**src/design/bfrp_pkg.sv**
```systemverilog
// Shared types and constants for the body-frame relative position block.
package bfrp_pkg;

    // Fraction bits of the rotation matrix elements.
    localparam int MAT_FRAC = 28;

    // Control word from the sequencer to a serial multiply-accumulate lane.
    typedef struct packed {
        logic clr;   // clear accumulator before a new product
        logic en;    // consume one multiplier bit
        logic last;  // multiplier sign bit: subtract instead of add
    } mac_ctl_t;

endpackage

```
**src/design/bfrp_mac.sv**
```systemverilog
// Bit-serial multiply-accumulate lane: sum of three signed products, one multiplier bit a cycle while ctl.en is high.
module bfrp_mac
    import bfrp_pkg::*;
#(
    parameter int AW = 35,
    parameter int NB = 33
) (
    input  logic                     aclk,
    input  mac_ctl_t                 ctl,
    input  logic signed [AW-1:0]     a0,
    input  logic signed [AW-1:0]     a1,
    input  logic signed [AW-1:0]     a2,
    input  logic [2:0]               b,
    output logic signed [AW+4+NB-1:0] prod
);

    localparam int HW = AW + 4;

    logic signed [HW-1:0] hi_reg;
    logic signed [HW-1:0] hi_next;
    logic [NB-1:0]        lo_reg;
    logic [NB-1:0]        lo_next;
    logic signed [HW-1:0] t0, t1, t2, part, sum;

    always_comb begin
        t0      = b[0] ? HW'(a0) : '0;
        t1      = b[1] ? HW'(a1) : '0;
        t2      = b[2] ? HW'(a2) : '0;
        part    = t0 + t1 + t2;
        sum     = ctl.last ? (hi_reg - part) : (hi_reg + part);
        hi_next = sum >>> 1;
        lo_next = {sum[0], lo_reg[NB-1:1]};
    end

    always_ff @(posedge aclk) begin
        if (ctl.clr) begin
            hi_reg <= '0;
            lo_reg <= '0;
        end else if (ctl.en) begin
            hi_reg <= hi_next;
            lo_reg <= lo_next;
        end
    end

    assign prod = {hi_reg, lo_reg};

endmodule

```
**src/design/body_frame_relative_position.sv**
```systemverilog
// Top level of the body-frame relative position block.
//
// Two words arrive on the s_ channel. A vehicle pose word (s_kind bit 0 low)
// stores the vehicle position and attitude and gives no result; the block then
// rebuilds its rotation matrix with nine bit-serial quaternion products and
// is busy until the new matrix is stored. A payload word (s_kind high)
// subtracts the stored position, rotates the difference into the vehicle
// frame (transpose of the stored rotation), negates y and z, saturates, and
// passes the payload quaternion through on the m_ channel.
// A payload word passes through the three serial dot-product lanes (one bit of
// each difference a cycle), a rounding step and a saturation step; the next
// word is taken only once the result has moved to the output register.
// s_ready is high whenever the sequencer is idle; a result waiting in the
// output register does not hold off the next word. If the receiver stalls,
// the following payload result waits in the saturation step until the output
// register frees.
// Reset (aresetn low, synchronous) empties the output and sets the pose to
// zero position with identity attitude; no clearing pass is needed.
module body_frame_relative_position
    import bfrp_pkg::*;
#(
    parameter int POS_WIDTH  = 32,
    parameter int QUAT_WIDTH = 16
) (
    input  logic                         aclk,
    input  logic                         aresetn,
    input  logic                         s_valid,
    output logic                         s_ready,
    input  logic                         s_kind,
    input  logic signed [POS_WIDTH-1:0]  s_pos_x,
    input  logic signed [POS_WIDTH-1:0]  s_pos_y,
    input  logic signed [POS_WIDTH-1:0]  s_pos_z,
    input  logic signed [QUAT_WIDTH-1:0] s_quat_w,
    input  logic signed [QUAT_WIDTH-1:0] s_quat_x,
    input  logic signed [QUAT_WIDTH-1:0] s_quat_y,
    input  logic signed [QUAT_WIDTH-1:0] s_quat_z,
    output logic                         m_valid,
    input  logic                         m_ready,
    output logic signed [POS_WIDTH-1:0]  m_rel_x,
    output logic signed [POS_WIDTH-1:0]  m_rel_y,
    output logic signed [POS_WIDTH-1:0]  m_rel_z,
    output logic signed [QUAT_WIDTH-1:0] m_out_qw,
    output logic signed [QUAT_WIDTH-1:0] m_out_qx,
    output logic signed [QUAT_WIDTH-1:0] m_out_qy,
    output logic signed [QUAT_WIDTH-1:0] m_out_qz
);

    localparam int PW   = POS_WIDTH;
    localparam int QW   = QUAT_WIDTH;
    localparam int QF   = QW - 2;
    localparam int DW   = PW + 1;                 // difference width
    localparam int MW   = MAT_FRAC + 7;           // matrix element width, any QW
    localparam int QPW  = QW + 4 + QW;            // quaternion lane output
    localparam int PPW  = MW + 4 + DW;            // dot-product lane output
    localparam int RW   = PPW - MAT_FRAC;         // rounded sum width
    localparam int SHR  = (2 * QF > MAT_FRAC) ? (2 * QF - MAT_FRAC) : 0;
    localparam int SHL  = (2 * QF < MAT_FRAC) ? (MAT_FRAC - 2 * QF) : 0;
    localparam int EW   = 2 * QW + SHL;
    localparam int CW   = $clog2(PW + QW + 2);

    localparam logic signed [MW-1:0]  ONE  = MW'(1) <<< MAT_FRAC;
    localparam logic signed [PPW-1:0] HALF = PPW'(1) <<< (MAT_FRAC - 1);
    localparam logic signed [RW:0]    PMAX = (RW + 1)'((64'sd1 <<< (PW - 1)) - 64'sd1);
    localparam logic signed [RW:0]    PMIN = -PMAX - (RW + 1)'(1);

    typedef enum logic [2:0] {
        ST_IDLE,
        ST_QMUL,
        ST_QMAT,
        ST_PMUL,
        ST_PRND,
        ST_PSAT
    } state_t;

    state_t state_reg;
    logic [CW-1:0] count_reg;

    // Stored pose
    logic signed [PW-1:0] vpos_reg [3];
    logic signed [QW-1:0] att_reg  [4];
    logic signed [MW-1:0] mat_reg  [3][3];   // [lane][term]: column of R

    // Serial operands
    logic [QW-1:0] qsh_reg [3];              // x, y, z shifted out LSB first
    logic [DW-1:0] dsh_reg [3];

    logic signed [QW-1:0] qp_reg [4];        // payload quaternion held
    logic signed [RW-1:0] rnd_reg [3];

    logic                 m_valid_reg;
    logic signed [PW-1:0] rel_reg [3];
    logic signed [QW-1:0] oq_reg  [4];

    logic accept;
    assign accept  = s_valid && s_ready;
    assign s_ready = (state_reg == ST_IDLE);

    // Lane control
    mac_ctl_t qctl, pctl;
    always_comb begin
        qctl.clr  = accept;
        qctl.en   = (state_reg == ST_QMUL);
        qctl.last = (count_reg == CW'(QW - 1));
        pctl.clr  = accept;
        pctl.en   = (state_reg == ST_PMUL);
        pctl.last = (count_reg == CW'(DW - 1));
    end

    // Quaternion products: xx yy zz xy xz yz wx wy wz
    logic signed [QW-1:0]  qa   [9];
    logic [2:0]            qb   [9];
    logic signed [QPW-1:0] qprod [9];

    always_comb begin
        qa[0] = att_reg[1]; qb[0] = {2'b00, qsh_reg[0][0]};
        qa[1] = att_reg[2]; qb[1] = {2'b00, qsh_reg[1][0]};
        qa[2] = att_reg[3]; qb[2] = {2'b00, qsh_reg[2][0]};
        qa[3] = att_reg[1]; qb[3] = {2'b00, qsh_reg[1][0]};
        qa[4] = att_reg[1]; qb[4] = {2'b00, qsh_reg[2][0]};
        qa[5] = att_reg[2]; qb[5] = {2'b00, qsh_reg[2][0]};
        qa[6] = att_reg[0]; qb[6] = {2'b00, qsh_reg[0][0]};
        qa[7] = att_reg[0]; qb[7] = {2'b00, qsh_reg[1][0]};
        qa[8] = att_reg[0]; qb[8] = {2'b00, qsh_reg[2][0]};
    end

    for (genvar i = 0; i < 9; i++) begin : g_qlane
        bfrp_mac #(.AW(QW), .NB(QW)) u_qmac (
            .aclk (aclk),
            .ctl  (qctl),
            .a0   (qa[i]),
            .a1   ('0),
            .a2   ('0),
            .b    (qb[i]),
            .prod (qprod[i])
        );
    end

    // Products brought to Q28
    logic signed [EW-1:0] qext [9];
    logic signed [MW-1:0] q28  [9];
    logic signed [MW-1:0] mat_next [3][3];

    always_comb begin
        for (int i = 0; i < 9; i++) begin
            qext[i] = EW'(signed'(qprod[i][2*QW-1:0])) <<< SHL;
            q28[i]  = MW'(qext[i] >>> SHR);
        end
        mat_next[0][0] = ONE - ((q28[1] + q28[2]) <<< 1);
        mat_next[0][1] = (q28[3] + q28[8]) <<< 1;
        mat_next[0][2] = (q28[4] - q28[7]) <<< 1;
        mat_next[1][0] = (q28[3] - q28[8]) <<< 1;
        mat_next[1][1] = ONE - ((q28[0] + q28[2]) <<< 1);
        mat_next[1][2] = (q28[5] + q28[6]) <<< 1;
        mat_next[2][0] = (q28[4] + q28[7]) <<< 1;
        mat_next[2][1] = (q28[5] - q28[6]) <<< 1;
        mat_next[2][2] = ONE - ((q28[0] + q28[1]) <<< 1);
    end

    // Rotation lanes, one per output axis
    logic signed [PPW-1:0] pprod [3];

    for (genvar j = 0; j < 3; j++) begin : g_plane
        bfrp_mac #(.AW(MW), .NB(DW)) u_pmac (
            .aclk (aclk),
            .ctl  (pctl),
            .a0   (mat_reg[j][0]),
            .a1   (mat_reg[j][1]),
            .a2   (mat_reg[j][2]),
            .b    ({dsh_reg[2][0], dsh_reg[1][0], dsh_reg[0][0]}),
            .prod (pprod[j])
        );
    end

    // Round half up, then negate y and z and saturate
    logic signed [PPW-1:0] rsum [3];
    logic signed [RW:0]    rv   [3];
    logic signed [PW-1:0]  sat  [3];

    always_comb begin
        for (int j = 0; j < 3; j++) begin
            rsum[j] = pprod[j] + HALF;
            rv[j]   = (j == 0) ? (RW + 1)'(rnd_reg[j]) : -((RW + 1)'(rnd_reg[j]));
            if (rv[j] > PMAX) begin
                sat[j] = PW'(PMAX);
            end else if (rv[j] < PMIN) begin
                sat[j] = PW'(PMIN);
            end else begin
                sat[j] = rv[j][PW-1:0];
            end
        end
    end

    logic out_free;
    logic load_out;
    assign out_free = !m_valid_reg || m_ready;
    assign load_out = (state_reg == ST_PSAT) && out_free;

    always_ff @(posedge aclk) begin
        if (!aresetn) begin
            state_reg   <= ST_IDLE;
            count_reg   <= '0;
            m_valid_reg <= 1'b0;
            for (int i = 0; i < 3; i++) begin
                vpos_reg[i] <= '0;
                for (int k = 0; k < 3; k++) begin
                    mat_reg[i][k] <= (i == k) ? ONE : '0;
                end
            end
        end else begin
            if (load_out) begin
                m_valid_reg <= 1'b1;
            end else if (m_valid_reg && m_ready) begin
                m_valid_reg <= 1'b0;
            end
            unique case (state_reg)
                ST_IDLE: begin
                    count_reg <= '0;
                    if (accept) begin
                        if (!s_kind) begin
                            vpos_reg[0] <= s_pos_x;
                            vpos_reg[1] <= s_pos_y;
                            vpos_reg[2] <= s_pos_z;
                            att_reg[0]  <= s_quat_w;
                            att_reg[1]  <= s_quat_x;
                            att_reg[2]  <= s_quat_y;
                            att_reg[3]  <= s_quat_z;
                            qsh_reg[0]  <= s_quat_x;
                            qsh_reg[1]  <= s_quat_y;
                            qsh_reg[2]  <= s_quat_z;
                            state_reg   <= ST_QMUL;
                        end else begin
                            dsh_reg[0] <= DW'(s_pos_x) - DW'(vpos_reg[0]);
                            dsh_reg[1] <= DW'(s_pos_y) - DW'(vpos_reg[1]);
                            dsh_reg[2] <= DW'(s_pos_z) - DW'(vpos_reg[2]);
                            qp_reg[0]  <= s_quat_w;
                            qp_reg[1]  <= s_quat_x;
                            qp_reg[2]  <= s_quat_y;
                            qp_reg[3]  <= s_quat_z;
                            state_reg  <= ST_PMUL;
                        end
                    end
                end
                ST_QMUL: begin
                    for (int i = 0; i < 3; i++) begin
                        qsh_reg[i] <= qsh_reg[i] >> 1;
                    end
                    count_reg <= count_reg + CW'(1);
                    if (qctl.last) begin
                        state_reg <= ST_QMAT;
                    end
                end
                ST_QMAT: begin
                    mat_reg   <= mat_next;
                    state_reg <= ST_IDLE;
                end
                ST_PMUL: begin
                    for (int i = 0; i < 3; i++) begin
                        dsh_reg[i] <= dsh_reg[i] >> 1;
                    end
                    count_reg <= count_reg + CW'(1);
                    if (pctl.last) begin
                        state_reg <= ST_PRND;
                    end
                end
                ST_PRND: begin
                    for (int j = 0; j < 3; j++) begin
                        rnd_reg[j] <= RW'(rsum[j] >>> MAT_FRAC);
                    end
                    state_reg <= ST_PSAT;
                end
                ST_PSAT: begin
                    if (load_out) begin
                        rel_reg   <= sat;
                        oq_reg    <= qp_reg;
                        state_reg <= ST_IDLE;
                    end
                end
                default: begin
                    state_reg <= ST_IDLE;
                end
            endcase
        end
    end

    assign m_valid  = m_valid_reg;
    assign m_rel_x  = rel_reg[0];
    assign m_rel_y  = rel_reg[1];
    assign m_rel_z  = rel_reg[2];
    assign m_out_qw = oq_reg[0];
    assign m_out_qx = oq_reg[1];
    assign m_out_qy = oq_reg[2];
    assign m_out_qz = oq_reg[3];

    // A result only appears out of the saturation step.
    a_valid_from_sat: assert property (@(posedge aclk) disable iff (!aresetn)
        $rose(m_valid_reg) |-> $past(state_reg == ST_PSAT))
        else $error("result raised outside saturation step");

    // A pose update never produces a result.
    a_pose_no_result: assert property (@(posedge aclk) disable iff (!aresetn)
        (state_reg == ST_QMAT) |=> !$rose(m_valid_reg))
        else $error("pose update produced a result");

    // The bit counter stays within the difference width.
    a_count_range: assert property (@(posedge aclk) disable iff (!aresetn)
        (state_reg == ST_PMUL) |-> (count_reg < CW'(DW)))
        else $error("serial counter overran");

    // A full output register is never overwritten.
    a_no_overwrite: assert property (@(posedge aclk) disable iff (!aresetn)
        (m_valid_reg && !m_ready) |=> $stable(rel_reg[0]) && m_valid_reg)
        else $error("pending result overwritten");

endmodule
```
**config.mk**
```make
export PLATFORM = sky130hd
export DESIGN_NAME = body_frame_relative_position
export DESIGN_NICKNAME = d
export VERILOG_FILES = /design/src/design/bfrp_pkg.sv /design/src/design/bfrp_mac.sv /design/src/design/body_frame_relative_position.sv
export SDC_FILE = /design/constraint.sdc
export NUM_CORES = 2
export LEC_CHECK = 0
export BUFFER_PORTS_ARGS = -buffer_cell sky130_fd_sc_hd__buf_2
export CORE_MARGIN = 4
export CORE_UTILIZATION = 50
export DETAILED_ROUTE_END_ITERATION = 8
export PLACE_DENSITY = 0.69
export SLEW_MARGIN = 25
export SYNTH_ARGS = -nofsm -noshare
export SYNTH_HDL_FRONTEND = slang
export SYNTH_SLANG_ARGS = --single-unit
```
**constraint.sdc**
```tcl
create_clock -name aclk -period 28.7 [get_ports aclk]
set_input_delay 2.87 -clock aclk [delete_from_list [all_inputs] [get_ports aclk]]
set_output_delay 2.87 -clock aclk [all_outputs]
set_load 0.05 [all_outputs]
```
==> flow_summary.toml <==
[worst_setup_path]
start_kind = "flip-flop"
cp_common_cell = "o21ai_0"
endpoint_kind = "flip-flop"
arrival_ns = 9.97
path_max_fanout = 48
r2r_cells = 27
max_stage_delay_ns = 1.01
crit_required_ns = 29.40
critPathKind = "flip-flop to flip-flop"
cpMaxStageDelayCell = "edfxtp_1"

[timing]
hold_viol_final = 0
fin_crit_ns = 9.26
tightest_slew_ns = 1.17
hold_slack_ns = 0.416
relSlewSlack = 0.218
post-route-period-util = 0.323
setup-tns-final_ns = 0
clock.fmax_mhz = 108
setup_viol = 0
rsz0062_at_grt = "no"
drv_slew = 0
finalClockSkew_ns = 0.0600

[die]
core_um2 = 202000
num_io_pins = 327
rows = 165
die_area_um2 = 210000
dieHeight_um = 459
die_x_um = 459
initial_utilization = 0.502

[grt]
top_usage_layer = "met2"
grt_max_degree = 177
grt_use_total = 0.271
grt_pass1_wl_mm = 462
grtUsageMet1 = 0.377
antenna_found_initial = 7
grt_pass1_vias = 82938
grt_use_met3 = 0.0337
grt.met2_usage = 0.432
grt_overflow = 0

[layout]
drive_above_1_share = 0.0665
syn_to_final_growth_pct = 9.24
layout.nets = 13348
fin_cells = 15073
largest_reg_flops = 297

[logic_synthesis]
syn-num-nets = 13312
synth_cells = 12226
ys_seq_area_frac = 0.345
synth_seq_cells = 1417
yosysUniqueCellTypes = 96
syn_area_per_cell_um2 = 8.30
synth_top_area_frac = 0.196
ys_warn_count = 0
netlist_area_um2 = 102000
synth_most_common_cell = "nand2_1"
synth_top_area_cell = "edfxtp_1"
synthTopCellsByCount = "1921 x nand2_1, 1307 x a21oi_1, 892 x nor2_1"
synthTopCellsByArea = "edfxtp_1 20%, dfxtp_1 15%, ha_1 9.8%, nand2_1 7.1%, a21oi_1 6.4%"
synthArstFlopShare = 0
synth_ff_type = "dfxtp_1"
synth_edf_count = 663

[pwr]
intPower_uw = 5140
p_leak_uw = 0.0456
power_switching_uw = 3510
power_density_nw_per_um2 = 78.0
ir_drop_mv = 0.0782
swShare = 0.406
seqPwrFrac = 0.303
p_comb_frac = 0.447
p_clk_frac = 0.251

[routing]
postRouteAntennaNets = 0
vias = 88116
drt_iter0_markers = 7263
viasPerCell = 5.85
firstDrtPassIters = 6
wl_mm = 295
wire_per_inst_um = 19.6
drc = 0

[hold_path]
whs_path_depth = 0
hp-class = "flip-flop to flip-flop"

[outcome]
outcome = "complete, no violations"

[placed_design]
dpl.cell_count = 14771
dp_hpwl_mm = 227
gp_congestion = 1.01
io_buffers = 326

[cts]
clock-root-buffer = "clkbuf_16"
htree_levels = 4
cts.sinks = 1417
cts.path.max_buffers = 3
cts_tree = "done"
clkTransAtPathRegs_ns = 0.07
numCtsBuffers = 160
post-cts-setup-buffers = 0
insertion_delay_ns = 0.86
postCtsHoldBufs = 0
cts_resized = 0

[run]
cap_violations = 0
[logic make-up (layout without fill, tap and decap cells)]
family | Yosys count | count (layout) | share of synthesized area
DFF | 1417 | 1417 | 0.345
buffers and inverters | 1240 | 1412 | 0.0459
AOI/OAI and AO/OA | 3242 | 3242 | 0.197
adders and majority gates | 921 | 921 | 0.123
other | 0 | 3 | 0
muxes | 78 | 78 | 0.00837
and+or+nand+nor | 4335 | 4335 | 0.195
xor gates and xnor gates | 993 | 993 | 0.0857
[cell usage in the layout (no fill, tap or decap), types with 42 or more instances in the layout]
master / Yosys / final
a22oi_1: 42 / 42
nor3_1: 245 / 243
o21a_1: 127 / 127
xor2_1: 318 / 318
and2_1: 160 / 158
a21o_1: 318 / 318
buf_4: 0 / 67
dfxtp_1: 754 / 754
o21bai_1: 106 / 106
nand4_1: 73 / 73
nor2_1: 892 / 883
inv_1: 715 / 714
nor2b_1: 87 / 87
buf_2: 8 / 326
a21oi_1: 1307 / 1306
nor4_1: 85 / 85
a211oi_1: 178 / 178
mux2_2: 55 / 55
fa_1: 126 / 126
nand2_1: 1921 / 1918
a31oi_1: 128 / 126
xnor2_1: 675 / 675
nand3_1: 263 / 262
edfxtp_1: 663 / 663
o31ai_1: 76 / 75
ha_1: 795 / 795
o211ai_1: 48 / 48
nand2b_1: 131 / 131
or3_1: 129 / 127
and3_1: 112 / 110
clkbuf_16: 0 / 167
o21ai_0: 546 / 545
[worst max-delay path: cells and delay by family (launching register included)]
kind	cells	cell delay [ns]
DFF	1	1.01
AOI/OAI and AO/OA	13	3.31
xor gates and xnor gates	3	0.46
adders and majority gates	3	1.19
and+or+nand+nor	5	1.97
buffers and inverters	3	1.14
[layout make-up]
type                    instances  area [µm²]
well taps                    2672        3340
multi-input cells            9569       62100
clock buffers                 227        4590
diodes                          3        7.51
inverters                     715        2690
clock inverters                71         986
repair buffers                399        2230
fillers                     18432       91200
flip-flops and latches       1417       35000
[final timing paths]
kind | start | to | slack (ns)
max | dsh_reg[0][66] | g_plane[2].u_pmac.hi_reg[36] | 19.44
min | qp_reg[61] | m_out_qw[13] | 0.42
max reg2reg | dsh_reg[0][66] | g_plane[2].u_pmac.hi_reg[36] | 19.44
min reg2reg | qp_reg[61] | m_out_qw[13] | 0.42
[metal layers]
metal  part of all wire  wire (µm)  up-vias
met5            0.00011         31        -
met4              0.039      11400        6
met3              0.058      17200      470
met2               0.44     131000     2710
met1               0.46     135000    41712
li1                   -          -    43218
[power by group through the flow]
stage               clock, µW  sequential, µW  combinational (µW)
global route             2300            2640                4250
floorplan                   0            2510                2910
CTS                      2210            2610                3810
detailed placement          0            2650                3780
global placement            0            2650                3700
finish                   2170            2620                3860
[per-stage QoR]
stage                      util  cell area [µm²]  setup WS (ns)  total power (µW)
after floorplan               -           102000          17.71              5420
after global placement    0.521           105000          19.71              6350
after detailed placement  0.521           105000          19.57              6430
after CTS                 0.549           111000          19.56              8630
after global routing      0.549           111000          18.84              9180
final                     0.549           111000          19.44              8650
(Power assumes the default switching activity.)
